`config.mk`:
```
export PLATFORM = sky130hd
export DESIGN_NAME = mtc_div_cell
export DESIGN_NICKNAME = d
export VERILOG_FILES = /design/src/design/mtc_pkg.sv /design/src/design/mtc_div_cell.sv
export SDC_FILE = /design/constraint.sdc
export NUM_CORES = 1
export LEC_CHECK = 0
export BUFFER_PORTS_ARGS = -buffer_cell sky130_fd_sc_hd__buf_4
export CAP_MARGIN = 10
export CORE_MARGIN = 2
export CORE_UTILIZATION = 47
export CTS_CLUSTER_DIAMETER = 80
export DETAILED_ROUTE_END_ITERATION = 12
export GPL_ROUTABILITY_DRIVEN = 0
export PLACE_DENSITY = 0.82
export REMOVE_ABC_BUFFERS = 1
export SLEW_MARGIN = 20
export SYNTH_ARGS = -nofsm -noshare
export SYNTH_HDL_FRONTEND = slang
export SYNTH_SLANG_ARGS = --single-unit
```
`constraint.sdc`:
```
create_clock -name i_clk -period 3.7 [get_ports i_clk]
set_input_delay 0.555 -clock i_clk [delete_from_list [all_inputs] [get_ports i_clk]]
set_output_delay 0.555 -clock i_clk [all_outputs]
set_load 0.01 [all_outputs]
```
`src/design/mtc_pkg.sv`:
```
// shared types and constants of the magnetometer trim compensation core
// no dependencies; used by every module of the core
package mtc_pkg;

    // configuration register indexes
    typedef enum logic [2:0] {
        CFG_TRIM_XY   = 3'd0,
        CFG_TRIM_Z1   = 3'd1,
        CFG_TRIM_Z2   = 3'd2,
        CFG_TRIM_Z3   = 3'd3,
        CFG_TRIM_Z4   = 3'd4,
        CFG_TRIM_XYZ1 = 3'd5
    } t_cfg_idx;

    localparam int CFG_DATA_W = 48;
    localparam int DIV_STEPS  = 32;   // quotient bits, one divider cell each
    localparam int DIV_W      = 17;   // divisor and remainder width

    localparam logic signed [12:0] XY_OVF_CODE = -13'sd4096;
    localparam logic signed [14:0] Z_OVF_CODE  = -15'sd16384;
    localparam logic signed [15:0] INVALID_OUT = -16'sd32768;
    localparam logic [15:0]        T_BIAS      = 16'h4000;
    localparam logic signed [25:0] A_BIAS      = 26'sh0100000;
    localparam logic signed [9:0]  GAIN_BIAS   = 10'sd160;
    localparam logic [31:0]        Z_ROUND     = 32'd32768;
    localparam logic [31:0]        Z_SAT_MAG   = 32'd32767;

    // trim words as unpacked from the configuration registers
    typedef struct packed {
        logic signed [7:0]  x1;
        logic signed [7:0]  y1;
        logic signed [7:0]  x2;
        logic signed [7:0]  y2;
        logic [7:0]         xy1;
        logic signed [7:0]  xy2;
        logic [15:0]        z1;
        logic signed [15:0] z2;
        logic signed [15:0] z3;
        logic signed [15:0] z4;
        logic [15:0]        xyz1;
    } t_trim;

    // one divider lane: remainder, dividend/quotient shift word, divisor
    typedef struct packed {
        logic [DIV_W-1:0] rem;
        logic [31:0]      dq;
        logic [DIV_W-1:0] dvs;
    } t_lane;

    // sample data riding along the divider chain
    typedef struct packed {
        logic signed [12:0] raw_x;
        logic signed [12:0] raw_y;
        logic               inv_x;
        logic               inv_y;
        logic               inv_z;
        logic               q_neg;
    } t_side;

    // one compensated result
    typedef struct packed {
        logic signed [15:0] comp_x;
        logic signed [15:0] comp_y;
        logic signed [15:0] comp_z;
    } t_result;

endpackage

```
`src/design/mtc_div_cell.sv`:
```
// one restoring-division cell: one quotient bit for the X/Y lane and the Z lane
// depends on mtc_pkg
module mtc_div_cell (
    input  logic           i_clk,
    input  logic           i_rst_n,
    input  logic           i_ce,
    input  logic           i_valid,
    input  mtc_pkg::t_side i_side,
    input  mtc_pkg::t_lane i_lane_xy,
    input  mtc_pkg::t_lane i_lane_z,
    output logic           o_valid,
    output mtc_pkg::t_side o_side,
    output mtc_pkg::t_lane o_lane_xy,
    output mtc_pkg::t_lane o_lane_z
);

    logic           r_valid;
    mtc_pkg::t_side r_side;
    mtc_pkg::t_lane r_lxy, n_lxy, r_lz, n_lz;

    // shift in the next dividend bit, subtract when it fits
    function automatic mtc_pkg::t_lane div_step(mtc_pkg::t_lane l);
        mtc_pkg::t_lane       s;
        logic [mtc_pkg::DIV_W:0] sh;
        logic [mtc_pkg::DIV_W:0] df;
        logic                 fit;
        sh  = {l.rem, l.dq[31]};
        df  = sh - {1'b0, l.dvs};
        fit = (sh >= {1'b0, l.dvs});
        s.rem = fit ? df[mtc_pkg::DIV_W-1:0] : sh[mtc_pkg::DIV_W-1:0];
        s.dq  = {l.dq[30:0], fit};
        s.dvs = l.dvs;
        return s;
    endfunction

    always_comb begin
        n_lxy = div_step(i_lane_xy);
        n_lz  = div_step(i_lane_z);
    end

    always_ff @(posedge i_clk) begin
        if (!i_rst_n) begin
            r_valid <= 1'b0;
        end else if (i_ce) begin
            r_valid <= i_valid;
        end
    end

    always_ff @(posedge i_clk) begin
        if (i_ce) begin
            r_side <= i_side;
            r_lxy  <= n_lxy;
            r_lz   <= n_lz;
        end
    end

    assign o_valid   = r_valid;
    assign o_side    = r_side;
    assign o_lane_xy = r_lxy;
    assign o_lane_z  = r_lz;

endmodule

```
==> flow_summary.json <==
{
  "synth.distinct_cells": 58,
  "finalSetupViolations": 0,
  "viasPerCell": 5.42,
  "cp-end-kind": "flip-flop",
  "port_buffers": 328,
  "path_class": "in -> reg",
  "synth_edf_count": 162,
  "drt_iter0_drc": 422,
  "wl_um": 21600,
  "die_y_um": 128,
  "hp-class": "in -> reg",
  "start_kind": "primary input",
  "core-area_um2": 15100,
  "fmax_mhz": 337,
  "antennaDiodeCount": 0,
  "final_layout_size_suffix_gt1_frac": 0.462,
  "yosys.area.top_type": "edfxtp_1",
  "clock_latency_ns": 0.42,
  "vias": 5620,
  "max_slew_margin": 0.506,
  "synth_top_area_frac": 0.669,
  "netlist_area_um2": 7270,
  "antenna_left": 0,
  "rsz0062_at_grt": "false",
  "post_drt_wl_per_cell_um": 20.8,
  "pre_cts_slack_ns": 0.353,
  "reg2reg_depth": 2,
  "fin_setup_tns_ns": 0,
  "die_area_um2": 16500,
  "h-tree-depth": 4,
  "cts_tree": "yes",
  "r2r_slack_ns": 3.11,
  "nFillCells": 1061,
  "hold_viol": 0,
  "worst_pin_slew_ns": 0.723,
  "grt_overflow": 0,
  "drc": 0,
  "post-route-period-util": 0.802,
  "p_per_area_nw_per_um2": 503,
  "synth-main-ff-cell": "edfxtp_1",
  "finalMaxSlewViolations": 0,
  "io-pin-count": 329,
  "cp_data_arrival_time_ns": 3.15,
  "avgSynthCellArea_um2": 14.6,
  "worstPathRequired_ns": 3.88,
  "root_buffer": "clkbuf_16",
  "drv_cap": 0,
  "cp_max_fo": 14,
  "cts_sinks": 163,
  "drt_first_pass_iters": 5,
  "fin_ws_ns": 0.732,
  "antenna_found_initial": 0,
  "ys_warn_count": 0,
  "max-clock-path-buffers": 2,
  "die_x_um": 128,
  "cts_buffers": 17,
  "clkTransAtPathRegs_ns": 0.08,
  "grt_max_degree": 64,
  "seq_area_frac_synth": 0.671,
  "yosys-top-cells-area": "edfxtp_1 (67%), ha_1 (5.8%), mux2_2 (2.9%)",
  "p_leak_uw": 0.00466,
  "async_flop_share": 0,
  "final.min_clock_period_ns": 2.97,
  "cts_hold_buf": 0,
  "area_delta_synth_final_pct": 46.0,
  "ctsResizeCount": 0,
  "dp_hpwl_um": 16500,
  "hold_depth": 1,
  "initial_core_util": 0.480,
  "fin_util": 0.701,
  "yosys_register_bits": 163,
  "yosysMostFrequentCell": "edfxtp_1",
  "peakVddDrop_v": 0.000361,
  "syn_inst": 497,
  "synth_top_cells_by_count": "edfxtp_1 (162), inv_1 (44), a21oi_1 (38)",
  "row_count": 45,
  "fin_nets": 1038,
  "grt_pass1_wl_um": 30900,
  "skew_ns": 0,
  "grt_usage": 0.253,
  "grt_pass1_vias": 5472,
  "cts_setup_buffers": 0,
  "status": "finished, final reports clean"
}
==> logic make-up after synthesis <==
logic type | count (synthesis) | share of synthesized area
flops | 163 | 0.671
mux | 25 | 0.0397
buf+inv | 57 | 0.0337
fa+ha+maj | 36 | 0.0640
compound gates | 123 | 0.113
simple gates | 71 | 0.0519
xor+xnor | 22 | 0.0265
==> stage by stage <==
stage          std cells  hold WS (ns)  cell area (um2)  total power (uW)
6_report            1037         0.289            10600              5350
5_1_grt             1037         0.277            10600              5520
4_1_cts             1037         0.274            10600              5370
3_5_place_dp        1005         0.516             9940              3370
3_3_place_gp        1005         0.516             9940              3340
2_1_floorplan        485         0.538             7200              2800
==> power by group <==
part           switching [uW]  internal (uW)  total (uW)
clock                     777           1220        2000
sequential               55.9           2250        2300
combinational             514            528        1040
total                    1350           4000        5350
==> routing by layer <==
| metal | part of all wire | track usage |
|---|---|---|
| met1 | 0.36 | 0.284 |
| met2 | 0.52 | 0.449 |
| met3 | 0.079 | 0.0699 |
| met4 | 0.036 | 0.114 |
| met5 | 0 | 0 |
==> final timing paths <==
kind,start,to
hold / removal,i_side[22],o_side[22]$_DFFE_PP_
hold reg to reg,o_valid$_SDFFE_PN0P_,o_valid$_SDFFE_PN0P_
setup / recovery,i_lane_xy[48],o_lane_xy[64]$_DFFE_PP_
setup reg to reg,o_valid$_SDFFE_PN0P_,o_valid$_SDFFE_PN0P_
==> registers in the layout (all words and copies together) (netlist names) <==
| signal | count |
|---|---|
| o_valid | 1 |
| o_lane_xy | 66 |
| o_lane_z | 66 |
| o_side | 30 |
==> placed cells by master, fill, tap and decap left out, drive strengths merged, types with 5 or more instances in the layout <==
cell    count
o211ai      5
bufinv      5
o21ai      23
mux2       22
clkinv      5
nor3        6
a21o       16
clkbuf     18
xnor2      15
nor2b       7
edfxtp    162
inv        49
buf       332
nand3       7
xor2        7
o31ai       7
a21oi      38
nand2      20
nor2       10
ha         34
==> area by class of cell <==
cell class,count,area (um2),share of cell area
sequential,163,4880,0.460
timing repair buffer,332,2510,0.236
clock buffer,18,429,0.0404
inverter,45,171,0.0161
multi-input combinational,277,2140,0.202
clock inverter,14,246,0.0232
tap,188,235,0.0221
==> critical path, stage by stage <==
cell and delay (ns):
buf_4 0.11, inv_1 0.05, ha_1 0.17, inv_1 0.07, fa_1 0.42, a21o_1 0.20
a31oi_1 0.30, nor3_1 0.17, or4_4 0.57, nand2_4 0.12, inv_4 0.10, mux2_4 0.31
Power figures use the tool's default switching activity.
