## config.mk

```make
export PLATFORM = sky130hd
export DESIGN_NAME = mtc_back
export DESIGN_NICKNAME = d
export VERILOG_FILES = /design/src/design/mtc_pkg.sv /design/src/design/mtc_back.sv
export SDC_FILE = /design/constraint.sdc
export NUM_CORES = 2
export LEC_CHECK = 0
export ABC_AREA = 1
export BUFFER_PORTS_ARGS = -buffer_cell sky130_fd_sc_hd__buf_2
export CAP_MARGIN = 20
export CORE_MARGIN = 4
export CORE_UTILIZATION = 30
export DETAILED_ROUTE_END_ITERATION = 8
export GPL_ROUTABILITY_DRIVEN = 0
export PLACE_DENSITY = 0.45
export SYNTH_ARGS = -nofsm -noshare
export SYNTH_HDL_FRONTEND = slang
export SYNTH_SLANG_ARGS = --single-unit
```

## constraint.sdc

```tcl
create_clock -name i_clk -period 14 [get_ports i_clk]
set_input_delay 1.4 -clock i_clk [delete_from_list [all_inputs] [get_ports i_clk]]
set_output_delay 1.4 -clock i_clk [all_outputs]
set_load 0.01 [all_outputs]
```

## src/design/mtc_pkg.sv

```systemverilog
// shared types and constants of the magnetometer trim compensation core
// no dependencies; used by every module of the core
package mtc_pkg;

    // configuration register indexes
    typedef enum logic [2:0] {
        CFG_TRIM_XY   = 3'd0,
        CFG_TRIM_Z1   = 3'd1,
        CFG_TRIM_Z2   = 3'd2,
        CFG_TRIM_Z3   = 3'd3,
        CFG_TRIM_Z4   = 3'd4,
        CFG_TRIM_XYZ1 = 3'd5
    } t_cfg_idx;

    localparam int CFG_DATA_W = 48;
    localparam int DIV_STEPS  = 32;   // quotient bits, one divider cell each
    localparam int DIV_W      = 17;   // divisor and remainder width

    localparam logic signed [12:0] XY_OVF_CODE = -13'sd4096;
    localparam logic signed [14:0] Z_OVF_CODE  = -15'sd16384;
    localparam logic signed [15:0] INVALID_OUT = -16'sd32768;
    localparam logic [15:0]        T_BIAS      = 16'h4000;
    localparam logic signed [25:0] A_BIAS      = 26'sh0100000;
    localparam logic signed [9:0]  GAIN_BIAS   = 10'sd160;
    localparam logic [31:0]        Z_ROUND     = 32'd32768;
    localparam logic [31:0]        Z_SAT_MAG   = 32'd32767;

    // trim words as unpacked from the configuration registers
    typedef struct packed {
        logic signed [7:0]  x1;
        logic signed [7:0]  y1;
        logic signed [7:0]  x2;
        logic signed [7:0]  y2;
        logic [7:0]         xy1;
        logic signed [7:0]  xy2;
        logic [15:0]        z1;
        logic signed [15:0] z2;
        logic signed [15:0] z3;
        logic signed [15:0] z4;
        logic [15:0]        xyz1;
    } t_trim;

    // one divider lane: remainder, dividend/quotient shift word, divisor
    typedef struct packed {
        logic [DIV_W-1:0] rem;
        logic [31:0]      dq;
        logic [DIV_W-1:0] dvs;
    } t_lane;

    // sample data riding along the divider chain
    typedef struct packed {
        logic signed [12:0] raw_x;
        logic signed [12:0] raw_y;
        logic               inv_x;
        logic               inv_y;
        logic               inv_z;
        logic               q_neg;
    } t_side;

    // one compensated result
    typedef struct packed {
        logic signed [15:0] comp_x;
        logic signed [15:0] comp_y;
        logic signed [15:0] comp_z;
    } t_result;

endpackage

```

## src/design/mtc_back.sv

```systemverilog
// back pipeline: Z sign and saturation, X/Y quadratic correction and offset
// depends on mtc_pkg
module mtc_back (
    input  logic             i_clk,
    input  logic             i_rst_n,
    input  logic             i_ce,
    input  logic             i_valid,
    input  mtc_pkg::t_side   i_side,
    input  logic [31:0]      i_q_xy,
    input  logic [31:0]      i_q_z,
    input  mtc_pkg::t_trim   i_trim,
    output logic             o_valid,
    output mtc_pkg::t_result o_res
);

    typedef struct packed {
        logic signed [12:0] raw_x;
        logic signed [12:0] raw_y;
        logic               inv_x;
        logic               inv_y;
        logic signed [15:0] comp_z;
    } t_carry;

    logic [6:0]       r_vb;
    t_carry           r_cy [0:5];
    t_carry           n_cy;

    logic signed [15:0] r_t, n_t;
    logic signed [31:0] r_tt, n_tt;
    logic signed [24:0] r_m1, n_m1, r_m2;
    logic signed [32:0] r_aq, n_aq;
    logic signed [33:0] w_sum;
    logic signed [25:0] r_a, n_a;
    logic signed [9:0]  w_gx, w_gy;
    logic signed [35:0] r_bx, n_bx, r_by, n_by;
    logic signed [23:0] w_ax, w_ay;
    logic signed [36:0] r_px, n_px, r_py, n_py;
    logic signed [15:0] w_cx, w_cy;
    mtc_pkg::t_result   r_res, n_res;
    logic [14:0]        w_zmag;
    logic signed [15:0] w_zs;

    // resistance term and Z sign with saturation
    always_comb begin
        n_t    = $signed(i_q_xy[15:0] - mtc_pkg::T_BIAS);
        w_zmag = (i_q_z > mtc_pkg::Z_SAT_MAG) ? 15'h7fff : i_q_z[14:0];
        w_zs   = i_side.q_neg ? -$signed({1'b0, w_zmag}) : $signed({1'b0, w_zmag});
        n_cy.raw_x  = i_side.raw_x;
        n_cy.raw_y  = i_side.raw_y;
        n_cy.inv_x  = i_side.inv_x;
        n_cy.inv_y  = i_side.inv_y;
        n_cy.comp_z = i_side.inv_z ? mtc_pkg::INVALID_OUT : w_zs;
    end

    // quadratic correction products
    always_comb begin
        n_tt = r_t * r_t;
        n_m1 = r_t * $signed({1'b0, i_trim.xy1});
        n_aq = 33'(i_trim.xy2) * 33'(r_tt >>> 7);
        w_sum = 34'(r_aq) + (34'(r_m2) <<< 7);
        n_a  = 26'($signed(w_sum[33:9])) + mtc_pkg::A_BIAS;
    end

    // per-axis gain, raw scaling and offset
    always_comb begin
        w_gx = 10'(i_trim.x2) + mtc_pkg::GAIN_BIAS;
        w_gy = 10'(i_trim.y2) + mtc_pkg::GAIN_BIAS;
        n_bx = 36'(r_a) * 36'(w_gx);
        n_by = 36'(r_a) * 36'(w_gy);
        w_ax = $signed(r_bx[35:12]);
        w_ay = $signed(r_by[35:12]);
        n_px = 37'(r_cy[4].raw_x) * 37'(w_ax);
        n_py = 37'(r_cy[4].raw_y) * 37'(w_ay);
        w_cx = $signed(r_px[28:13]) + $signed({i_trim.x1, 3'b000});
        w_cy = $signed(r_py[28:13]) + $signed({i_trim.y1, 3'b000});
        n_res.comp_x = r_cy[5].inv_x ? mtc_pkg::INVALID_OUT : w_cx;
        n_res.comp_y = r_cy[5].inv_y ? mtc_pkg::INVALID_OUT : w_cy;
        n_res.comp_z = r_cy[5].comp_z;
    end

    // valid line
    always_ff @(posedge i_clk) begin
        if (!i_rst_n) begin
            r_vb <= '0;
        end else if (i_ce) begin
            r_vb <= {r_vb[5:0], i_valid};
        end
    end

    // payload registers
    always_ff @(posedge i_clk) begin
        if (i_ce) begin
            r_cy[0] <= n_cy;
            for (int k = 1; k < 6; k++) begin
                r_cy[k] <= r_cy[k-1];
            end
            r_t   <= n_t;
            r_tt  <= n_tt;
            r_m1  <= n_m1;
            r_aq  <= n_aq;
            r_m2  <= r_m1;
            r_a   <= n_a;
            r_bx  <= n_bx;
            r_by  <= n_by;
            r_px  <= n_px;
            r_py  <= n_py;
            r_res <= n_res;
        end
    end

    assign o_valid = r_vb[6];
    assign o_res   = r_res;

endmodule

```

==> impl_results.md <==
- Status: finished, final reports clean
- Slowest-stage cell, CP: ha_1
- Final Max Tran Viols: 0
- Total track usage: 0.149
- Die Ht: 511 um
- Routed len/inst: 15.6 um
- Post-synth net total: 10,800
- CTS tree: done
- Metal-1 WL: 85,100 um
- EDFF count, synth: 509
- Final #Nets: 10,900
- Die span in x: 511 um
- Initial Util: 0.302
- Final worst-path cycle share: 0.492
- Flops & latches, synth: 516
- Post-Route Setup TNS: 0 ns
- Routed Antenna Nets: 0
- Final Hold Vio Count: 0
- DP Area: 80,200 um^2
- Hold WC Path Type: reg2reg
- Highest metal used: met5
- RSZ-0062 raised after global routing: false
- Mux cell area share after synthesis: 0
- Avg Cell Area, Syn: 8.72 um^2
- CP dominant cell by count: nand2_1
- Hold-fix buffers at CTS: 0
- Crit path max fanout: 26
- DR vias/cell: 4.43
- IO Port Bufs: 178
- CP required: 14.46 ns
- # rows: 184
- Final WL: 189,000 um
- Synth async-reset ratio: 0
- Fin area: 82,300 um^2
- First-pass DRT Iterations: 7
- Post-CTS setup buffers: 0
- Routed vias: 53,700
- Clock skew: 0.0373 ns
- CTS Sinks: 516
- Overflow after GRT: 0
- Synth Area in XOR/XNOR: 0.0254
- Crit path largest cell delay: 1.02 ns
- Area of the mapped netlist: 75,800 um^2
- Maxcap violations: 0
- Final min period: 6.89 ns
- CTS Root Cell: clkbuf_16
- Hpwl dp: 153,000 um
- DRC: 0
- Area growth syn-to-layout: 8.61%
- CTS H-tree depth: 3
- Post-Synth Adder-Cell Area: 0.447
- Die ar.: 261,000 um^2
- Slew @ Worst Pin: 1.16 ns
- WP data arrival: 7.36 ns
- Final setup fails: 0
- Synth cell types: 62
- Final core utilization: 0.328
- Met3 wire length: 7520 um
- Critical path type: in2reg
- Clock buffer depth: 3
- Synth Area in Compound Gates: 0.0466
- 1st-iter DRT viols: 2,671
- Largest net degree at the start of global routing: 78
- Simple-gate portion of the synthesized area: 0.143
- FMAX: 0.145 GHz
- Synth Warn #: 0
- First-pass GRT wire length: 315,000 um
- Synthesized instance count: 8,693
- Critical path startpoint category: primary input
- Worst slew margin: 0.229
- Share of cells above drive strength 1: 0.0451
- Sequential share of the synthesized area: 0.203
- Largest family of logic cells by synthesized area: adder cells
- Antenna violations before repair: 18
- CP Cell Sequence: buf_2 -> buf_4 -> ha_1 -> nand2_1 -> fa_1 -> inv_1 -> fa_1 -> fa_1 -> fa_1 -> inv_1 -> fa_1 -> inv_1 -> ha_1 -> nand2_1 -> nor4_1 -> nand2_1 -> nand2_1 -> nand2_1 -> nand2_1 -> nand2_1 -> nand2_1 -> xor2_1
- DR WL met2: 92,900 um
- Ys flop type: edfxtp_1
- Core area: 251,000 um^2
- Number of global-route vias before repair: 58,500
- Hold slack final: 0.393 ns
- Crit end category: flop
- Post-cts gate resize count: 0
- Clock-pin slew on the worst setup and hold paths: 0.05 ns
- Clk_lat worst skew: 0.68 ns
- Top Ports: 275
- CTS Buf Count: 68
critical path, delay by kind of cell:
kind	cells	cell delay (ns)
buf+inv	5	0.47
xor+xnor	1	0.28
simple gates	9	1.24
fa+ha+maj	7	3.93
layout by cell type, fill, tap and decap left out, types with 15 or more instances in the layout:
cell type  instances
o21ai_0          168
buf_2            177
clkbuf_16         68
edfxtp_1         509
nand2_1         1928
nor2_1           467
nand4_1           43
nor4_1            21
xor2_1           147
a31oi_1           34
or2_2             40
ha_1             598
buf_4             42
fa_1            1320
nand3_1          128
o21a_1            15
o21bai_1          30
xnor2_1           71
nor3_1            42
a21o_1            37
inv_1           2419
clkbuf_1          16
a21oi_1          287
metrics by stage:
stage	setup slack, ns	cells
floorplan	7.70	8693
global placement	6.47	12000
detailed placement	6.46	12000
CTS	7.19	12100
global route	6.78	12100
finish	7.11	12100
worst paths after layout:
| path | startpoint | end | slack, ns | depth (start not counted) |
|---|---|---|---|---|
| hold reg to reg | r_cy[2][9] | r_cy[3][9] | 0.39 | 0 |
| hold / removal | r_cy[2][9] | r_cy[3][9] | 0.39 | 0 |
| setup reg to reg | r_t[15] | r_tt[31] | 7.38 | 20 |
| setup / recovery | i_trim[109] | r_bx[21] | 7.11 | 22 |
routing by layer:
layer / vias to the layer above / track usage
met4: 16 / 0.0320
met2: 938 / 0.262
met3: 197 / 0.0190
met5: - / 0
met1: 26800 / 0.196
li1: 25700 / -
registers in the layout (all words and copies together), names as in the netlist, 24 cells and up:
name and cells:
r_m2 25, r_tt 25, r_m1 25, r_cy 238, r_bx 24, o_res 48
r_a 26, r_by 24, r_aq 26
cell type report:
type	count	area, um^2
repair buffers	222	1270
well taps	3348	4190
fillers	26500	169000
clock buffers	85	1780
flip-flops and latches	516	15400
multi-input cells	5472	50200
diodes	3	7.51
clock inverters	35	340
inverters	2427	9110
cells by family after synthesis:
logic type / count (synthesis)
AND/OR/NAND/NOR: 2712
adder cells (fa/ha/maj): 1918
flip-flops: 516
AO/OA/AOI/OAI: 622
buffers and inverters: 2705
XOR/XNOR: 220
cells in the mapped netlist (21+ instances only):
library cell | n | area, um^2
xor2_1 | 149 | 1310
fa_1 | 1320 | 26400
clkbuf_1 | 254 | 953
nand4_1 | 43 | 269
nor4_1 | 21 | 131
nor2_1 | 467 | 1750
inv_1 | 2419 | 9080
o21bai_1 | 30 | 225
edfxtp_1 | 509 | 15300
a31oi_1 | 34 | 213
nand3_1 | 128 | 641
ha_1 | 598 | 7480
o21ai_0 | 168 | 841
a21o_1 | 37 | 278
nor3_1 | 42 | 210
nand2_1 | 1928 | 7240
xnor2_1 | 71 | 622
a21oi_1 | 287 | 1440
or2_2 | 40 | 250
Power is left out: the tool's default activity adds up to more than one toggle a clock period on the data nets, which glitch-free logic cannot reach.
