===== config.mk =====
export PLATFORM = sky130hd
export DESIGN_NAME = mtc_front
export DESIGN_NICKNAME = d
export VERILOG_FILES = /design/src/design/mtc_pkg.sv /design/src/design/mtc_front.sv
export SDC_FILE = /design/constraint.sdc
export NUM_CORES = 2
export LEC_CHECK = 0
export BUFFER_PORTS_ARGS = -buffer_cell sky130_fd_sc_hd__buf_2
export CAP_MARGIN = 20
export CORE_MARGIN = 4
export CORE_UTILIZATION = 56
export CTS_BUF_LIST = sky130_fd_sc_hd__clkbuf_4
export DETAILED_ROUTE_END_ITERATION = 8
export MAX_ROUTING_LAYER = met4
export PLACE_DENSITY = 0.79
export SLEW_MARGIN = 20
export SYNTH_ARGS = -nofsm -noshare
export SYNTH_HDL_FRONTEND = slang
export SYNTH_SLANG_ARGS = --single-unit

===== constraint.sdc =====
create_clock -name i_clk -period 7.5 [get_ports i_clk]
set_input_delay 1.125 -clock i_clk [delete_from_list [all_inputs] [get_ports i_clk]]
set_output_delay 1.125 -clock i_clk [all_outputs]
set_load 0.1 [all_outputs]

===== src/design/mtc_pkg.sv =====
// shared types and constants of the magnetometer trim compensation core
// no dependencies; used by every module of the core
package mtc_pkg;

    // configuration register indexes
    typedef enum logic [2:0] {
        CFG_TRIM_XY   = 3'd0,
        CFG_TRIM_Z1   = 3'd1,
        CFG_TRIM_Z2   = 3'd2,
        CFG_TRIM_Z3   = 3'd3,
        CFG_TRIM_Z4   = 3'd4,
        CFG_TRIM_XYZ1 = 3'd5
    } t_cfg_idx;

    localparam int CFG_DATA_W = 48;
    localparam int DIV_STEPS  = 32;   // quotient bits, one divider cell each
    localparam int DIV_W      = 17;   // divisor and remainder width

    localparam logic signed [12:0] XY_OVF_CODE = -13'sd4096;
    localparam logic signed [14:0] Z_OVF_CODE  = -15'sd16384;
    localparam logic signed [15:0] INVALID_OUT = -16'sd32768;
    localparam logic [15:0]        T_BIAS      = 16'h4000;
    localparam logic signed [25:0] A_BIAS      = 26'sh0100000;
    localparam logic signed [9:0]  GAIN_BIAS   = 10'sd160;
    localparam logic [31:0]        Z_ROUND     = 32'd32768;
    localparam logic [31:0]        Z_SAT_MAG   = 32'd32767;

    // trim words as unpacked from the configuration registers
    typedef struct packed {
        logic signed [7:0]  x1;
        logic signed [7:0]  y1;
        logic signed [7:0]  x2;
        logic signed [7:0]  y2;
        logic [7:0]         xy1;
        logic signed [7:0]  xy2;
        logic [15:0]        z1;
        logic signed [15:0] z2;
        logic signed [15:0] z3;
        logic signed [15:0] z4;
        logic [15:0]        xyz1;
    } t_trim;

    // one divider lane: remainder, dividend/quotient shift word, divisor
    typedef struct packed {
        logic [DIV_W-1:0] rem;
        logic [31:0]      dq;
        logic [DIV_W-1:0] dvs;
    } t_lane;

    // sample data riding along the divider chain
    typedef struct packed {
        logic signed [12:0] raw_x;
        logic signed [12:0] raw_y;
        logic               inv_x;
        logic               inv_y;
        logic               inv_z;
        logic               q_neg;
    } t_side;

    // one compensated result
    typedef struct packed {
        logic signed [15:0] comp_x;
        logic signed [15:0] comp_y;
        logic signed [15:0] comp_z;
    } t_result;

endpackage


===== src/design/mtc_front.sv =====
// front pipeline: validity checks, Z numerator and denominator, divider lane setup
// depends on mtc_pkg
module mtc_front (
    input  logic                i_clk,
    input  logic                i_rst_n,
    input  logic                i_ce,
    input  logic                i_valid,
    input  logic signed [12:0]  i_raw_x,
    input  logic signed [12:0]  i_raw_y,
    input  logic signed [14:0]  i_raw_z,
    input  logic [13:0]         i_hall,
    input  mtc_pkg::t_trim      i_trim,
    output logic                o_valid,
    output mtc_pkg::t_side      o_side,
    output mtc_pkg::t_lane      o_lane_xy,
    output mtc_pkg::t_lane      o_lane_z
);

    // stage 0: sample register
    logic               r_v0;
    logic signed [12:0] r_x0, r_y0;
    logic signed [14:0] r_z0;
    logic [13:0]        r_h0;

    // stage 1: flags, offsets, z1 product
    logic               r_v1;
    logic signed [12:0] r_x1, r_y1;
    logic [13:0]        r_h1;
    logic [2:0]         r_inv1, n_inv1;
    logic signed [17:0] r_dz1, n_dz1;
    logic signed [17:0] r_dr1, n_dr1;
    logic [30:0]        r_pz1, n_pz1;

    // stage 2: slope product and denominator
    logic               r_v2;
    logic signed [12:0] r_x2, r_y2;
    logic [13:0]        r_h2;
    logic [2:0]         r_inv2;
    logic signed [17:0] r_dz2;
    logic signed [33:0] r_p2, n_p2;
    logic signed [17:0] r_den2, n_den2;

    // stage 3: signs and magnitudes into the divider lanes
    logic           r_v3;
    mtc_pkg::t_side r_side, n_side;
    mtc_pkg::t_lane r_lxy, n_lxy, r_lz, n_lz;

    logic               w_bad_common;
    logic [31:0]        w_rsum;
    logic signed [15:0] w_zterm;
    logic signed [33:0] w_num;
    logic [33:0]        w_num_mag;
    logic [17:0]        w_den_mag;

    // stage 1 logic
    always_comb begin
        w_bad_common = (r_h0 == '0) || (i_trim.xyz1 == '0);
        n_inv1[0] = (r_x0 == mtc_pkg::XY_OVF_CODE) || w_bad_common;
        n_inv1[1] = (r_y0 == mtc_pkg::XY_OVF_CODE) || w_bad_common;
        n_inv1[2] = (r_z0 == mtc_pkg::Z_OVF_CODE) || w_bad_common ||
                    (i_trim.z1 == '0) || (i_trim.z2 == '0);
        n_dz1 = 18'(r_z0) - 18'(i_trim.z4);
        n_dr1 = $signed({4'b0, r_h0}) - 18'($signed(i_trim.xyz1));
        n_pz1 = 31'(i_trim.z1) * 31'({r_h0, 1'b0});
    end

    // stage 2 logic
    always_comb begin
        n_p2    = 34'(i_trim.z3) * 34'(r_dr1);
        w_rsum  = {1'b0, r_pz1} + mtc_pkg::Z_ROUND;
        w_zterm = $signed(w_rsum[31:16]);
        n_den2  = 18'(i_trim.z2) + 18'(w_zterm);
    end

    // stage 3 logic
    always_comb begin
        w_num     = (34'(r_dz2) <<< 15) - (r_p2 >>> 2);
        w_num_mag = w_num[33] ? 34'(-w_num) : 34'(w_num);
        w_den_mag = r_den2[17] ? 18'(-r_den2) : 18'(r_den2);

        n_side.raw_x = r_x2;
        n_side.raw_y = r_y2;
        n_side.inv_x = r_inv2[0];
        n_side.inv_y = r_inv2[1];
        n_side.inv_z = r_inv2[2] || (r_den2 == '0);
        n_side.q_neg = w_num[33] ^ r_den2[17];

        n_lxy.rem = '0;
        n_lxy.dq  = {2'b00, i_trim.xyz1, 14'b0};
        n_lxy.dvs = {3'b000, r_h2};

        n_lz.rem = '0;
        n_lz.dq  = w_num_mag[31:0];
        n_lz.dvs = w_den_mag[16:0];
    end

    // valid line
    always_ff @(posedge i_clk) begin
        if (!i_rst_n) begin
            r_v0 <= 1'b0;
            r_v1 <= 1'b0;
            r_v2 <= 1'b0;
            r_v3 <= 1'b0;
        end else if (i_ce) begin
            r_v0 <= i_valid;
            r_v1 <= r_v0;
            r_v2 <= r_v1;
            r_v3 <= r_v2;
        end
    end

    // payload registers
    always_ff @(posedge i_clk) begin
        if (i_ce) begin
            r_x0   <= i_raw_x;
            r_y0   <= i_raw_y;
            r_z0   <= i_raw_z;
            r_h0   <= i_hall;
            r_x1   <= r_x0;
            r_y1   <= r_y0;
            r_h1   <= r_h0;
            r_inv1 <= n_inv1;
            r_dz1  <= n_dz1;
            r_dr1  <= n_dr1;
            r_pz1  <= n_pz1;
            r_x2   <= r_x1;
            r_y2   <= r_y1;
            r_h2   <= r_h1;
            r_inv2 <= r_inv1;
            r_dz2  <= r_dz1;
            r_p2   <= n_p2;
            r_den2 <= n_den2;
            r_side <= n_side;
            r_lxy  <= n_lxy;
            r_lz   <= n_lz;
        end
    end

    assign o_valid   = r_v3;
    assign o_side    = r_side;
    assign o_lane_xy = r_lxy;
    assign o_lane_z  = r_lz;

endmodule


==> impl_metrics.json <==
{
  "cp_common_cell": "fa_1",
  "finalSetupViolations": 0,
  "synth_most_common_cell": "inv_1",
  "grt_pass1_wl_um": 119000,
  "cts_root_buf": "clkbuf_4",
  "postRouteWirelength_um": 73000,
  "synthFlopType": "edfxtp_1",
  "wl_per_cell_um": 17.0,
  "fmax_mhz": 143,
  "die_area_um2": 64500,
  "cp_max_fo": 16,
  "hold_end": "o_side[14]",
  "seq_area_frac_synth": 0.326,
  "postCtsResizedCells": 0,
  "hold_viol_final": 0,
  "cpMaxStageDelayCell": "edfxtp_1",
  "vias": 23100,
  "numClockSinks": 369,
  "outcome": "completed",
  "r2r_start": "r_dr1[5]",
  "post-cts-setup-buffer-count": 0,
  "hold_class": "reg -> reg",
  "drt-pass1-iter-count": 5,
  "antenna_found_initial": 9,
  "core-area_um2": 59500,
  "grt_overflow_total": 0,
  "yosysTopAreaCell": "edfxtp_1",
  "hp-start": "r_y2[10]",
  "tns_ps": 0,
  "path_cells": "nand2_1 -> fa_1 -> inv_1 -> fa_1 -> inv_1 -> fa_1 -> inv_1 -> fa_1 -> fa_1 -> inv_1 -> fa_1 -> inv_1 -> ha_1 -> and4_1 -> nand3_1 -> a21oi_1 -> a22o_1 -> a211o_1 -> and3_1 -> o41ai_1 -> buf_4 -> o2111ai_1 -> a21oi_1 -> xnor2_1",
  "ys_warn_count": 0,
  "insertion_delay_ps": 900,
  "slew_viol_final": 0,
  "antenna_left": 0,
  "cp-start-kind": "flop",
  "ys_top_cells_by_area": "edfxtp_1 32%, fa_1 26%, ha_1 8.9%",
  "drive_gt1_frac": 0.136,
  "syn_to_final_growth_pct": 9.87,
  "crit_path_end_kind": "flop",
  "cp_num_buf_inv": 6,
  "netlist_area_um2": 33900,
  "drc": 0,
  "rsz0062_at_grt": "no",
  "relSlewSlack": 0.373,
  "fillCellCount": 4803,
  "port_buffers": 248,
  "synth_top_area_frac": 0.324,
  "synth_edf_count": 365,
  "start_util": 0.570,
  "syn_inst": 3138,
  "cts_inserted_buffers": 95,
  "fp.dieW_um": 254,
  "clkTransAtPathRegs_ps": 60,
  "syn_avg_cell_area_um2": 10.8,
  "r2r_slack_ps": 520,
  "cp.arrival_ps": 7500,
  "drt_iter0_drc": 1474,
  "fin_crit_sh": 0.930,
  "whs_path_depth": 0,
  "hpwlAfterDp_um": 57600,
  "track_usage": 0.238,
  "worst_slew_pin_slew_ps": 941,
  "period_needed_ps": 6980,
  "cp_top_family": "adder cells",
  "drv_cap": 0,
  "async_flop_share": 0,
  "grt_max_degree": 179,
  "gp_congestion": 0.907,
  "num-nets-final": 4327,
  "die_h_um": 254,
  "ys_ff_latch": 369,
  "fp-row-count": 89,
  "viasPerCell": 5.36,
  "fin_skew_ps": 122,
  "clk_path_buf_depth": 3,
  "slowest_delay_ps": 790,
  "rr_endpoint": "r_p2[32]",
  "synthDistinctLibCells": 78,
  "grt_pass1_vias": 24000,
  "r2r_cells": 24,
  "cts_hold_buf": 0,
  "ys_top_cells_by_count": "574 x inv_1, 443 x fa_1, 365 x edfxtp_1",
  "crit_cells": 24,
  "cts_tree": "yes",
  "htree_num_levels": 3,
  "crit_type": "reg -> reg",
  "pin_count": 350,
  "required_ps": 8030
}
## layer usage
| layer | share of wire | vias up | track usage |
|---|---|---|---|
| met3 | 0.074 | 159 | 0.0515 |
| met5 | 0 | - | - |
| met2 | 0.49 | 791 | 0.384 |
| met4 | 0.030 | 0 | 0.0774 |
| met1 | 0.40 | 11400 | 0.303 |
| li1 | - | 10800 | - |
## worst max-delay path by stage
stage                     startpoint        end  slack [ps]
after global placement    i_trim[38]   r_p2[32]          90
after CTS                   r_dr1[5]   r_p2[32]         530
after floorplan           i_trim[41]   r_p2[32]          30
after global routing        r_h0[10]  r_pz1[30]         240
final                       r_dr1[5]   r_p2[32]         520
after detailed placement  i_trim[41]   r_p2[32]          30
## worst register-to-register path: cells and delay by family, from the launching register on
family	cells	cell delay [ps]
adder cells (fa/ha/maj)	7	3470
AND/OR/NAND/NOR	4	700
flip-flops	1	790
buffers and inverters	6	450
AO/OA/AOI/OAI	6	1150
XOR/XNOR	1	80
## cell type report
type | instances | area (um^2) | share of cell area
Multi-Input combinational cell | 2106 | 20100 | 0.541
Sequential cell | 369 | 11000 | 0.297
Inverter | 574 | 2150 | 0.0579
Timing Repair Buffer | 309 | 1720 | 0.0463
Clock buffer | 136 | 1020 | 0.0274
Tap cell | 773 | 967 | 0.0260
Clock inverter | 26 | 164 | 0.00440
Antenna cell | 9 | 22.5 | 0.000605
## registers in the layout, summed over array words and instances (netlist names), 16 cells and up
signal and flops:
o_lane_z 49, r_p2 31, o_lane_xy 30, o_side 30
r_den2 17, r_dr1 17, r_dz1 17, r_dz2 17
r_pz1 16
## cells by family after synthesis
group,synth area share
AND/OR/NAND/NOR,0.134
buffers and inverters,0.0857
flip-flops,0.326
multiplexers,0.00207
XOR/XNOR,0.0411
AO/OA/AOI/OAI,0.0596
other,0.000111
adder cells (fa/ha/maj),0.351
## layout by cell type (no fill, tap or decap), types with 18 or more instances in the layout
cell	count
inv_1	574
fa_1	443
edfxtp_1	365
nand2_1	317
buf_2	247
ha_1	242
and2_1	237
clkbuf_4	136
xnor2_1	123
nor2_1	109
a21oi_1	74
o21ai_0	63
buf_4	60
conb_1	53
nor3_1	42
xor2_1	36
nand3_1	31
a21o_1	29
nor4_1	27
nand2b_1	22
nor2b_1	22
nand4_1	19
o21a_1	18
## through the flow
step / hold WS [ps] / setup slack, ps / std cells / cell area (um^2) / util
global placement: 401 / 91.1 / 4131 / 36000 / 0.606
detailed placement: 405 / 34.2 / 4131 / 36000 / 0.606
finish: 366 / 522 / 4302 / 37200 / 0.626
CTS: 289 / 528 / 4293 / 37200 / 0.626
global route: 342 / 241 / 4300 / 37200 / 0.626
floorplan: 400 / 27.1 / 3190 / 34100 / -
Power is left out: the tool's default activity adds up to more than one toggle a clock period on the data nets, which glitch-free logic cannot reach.
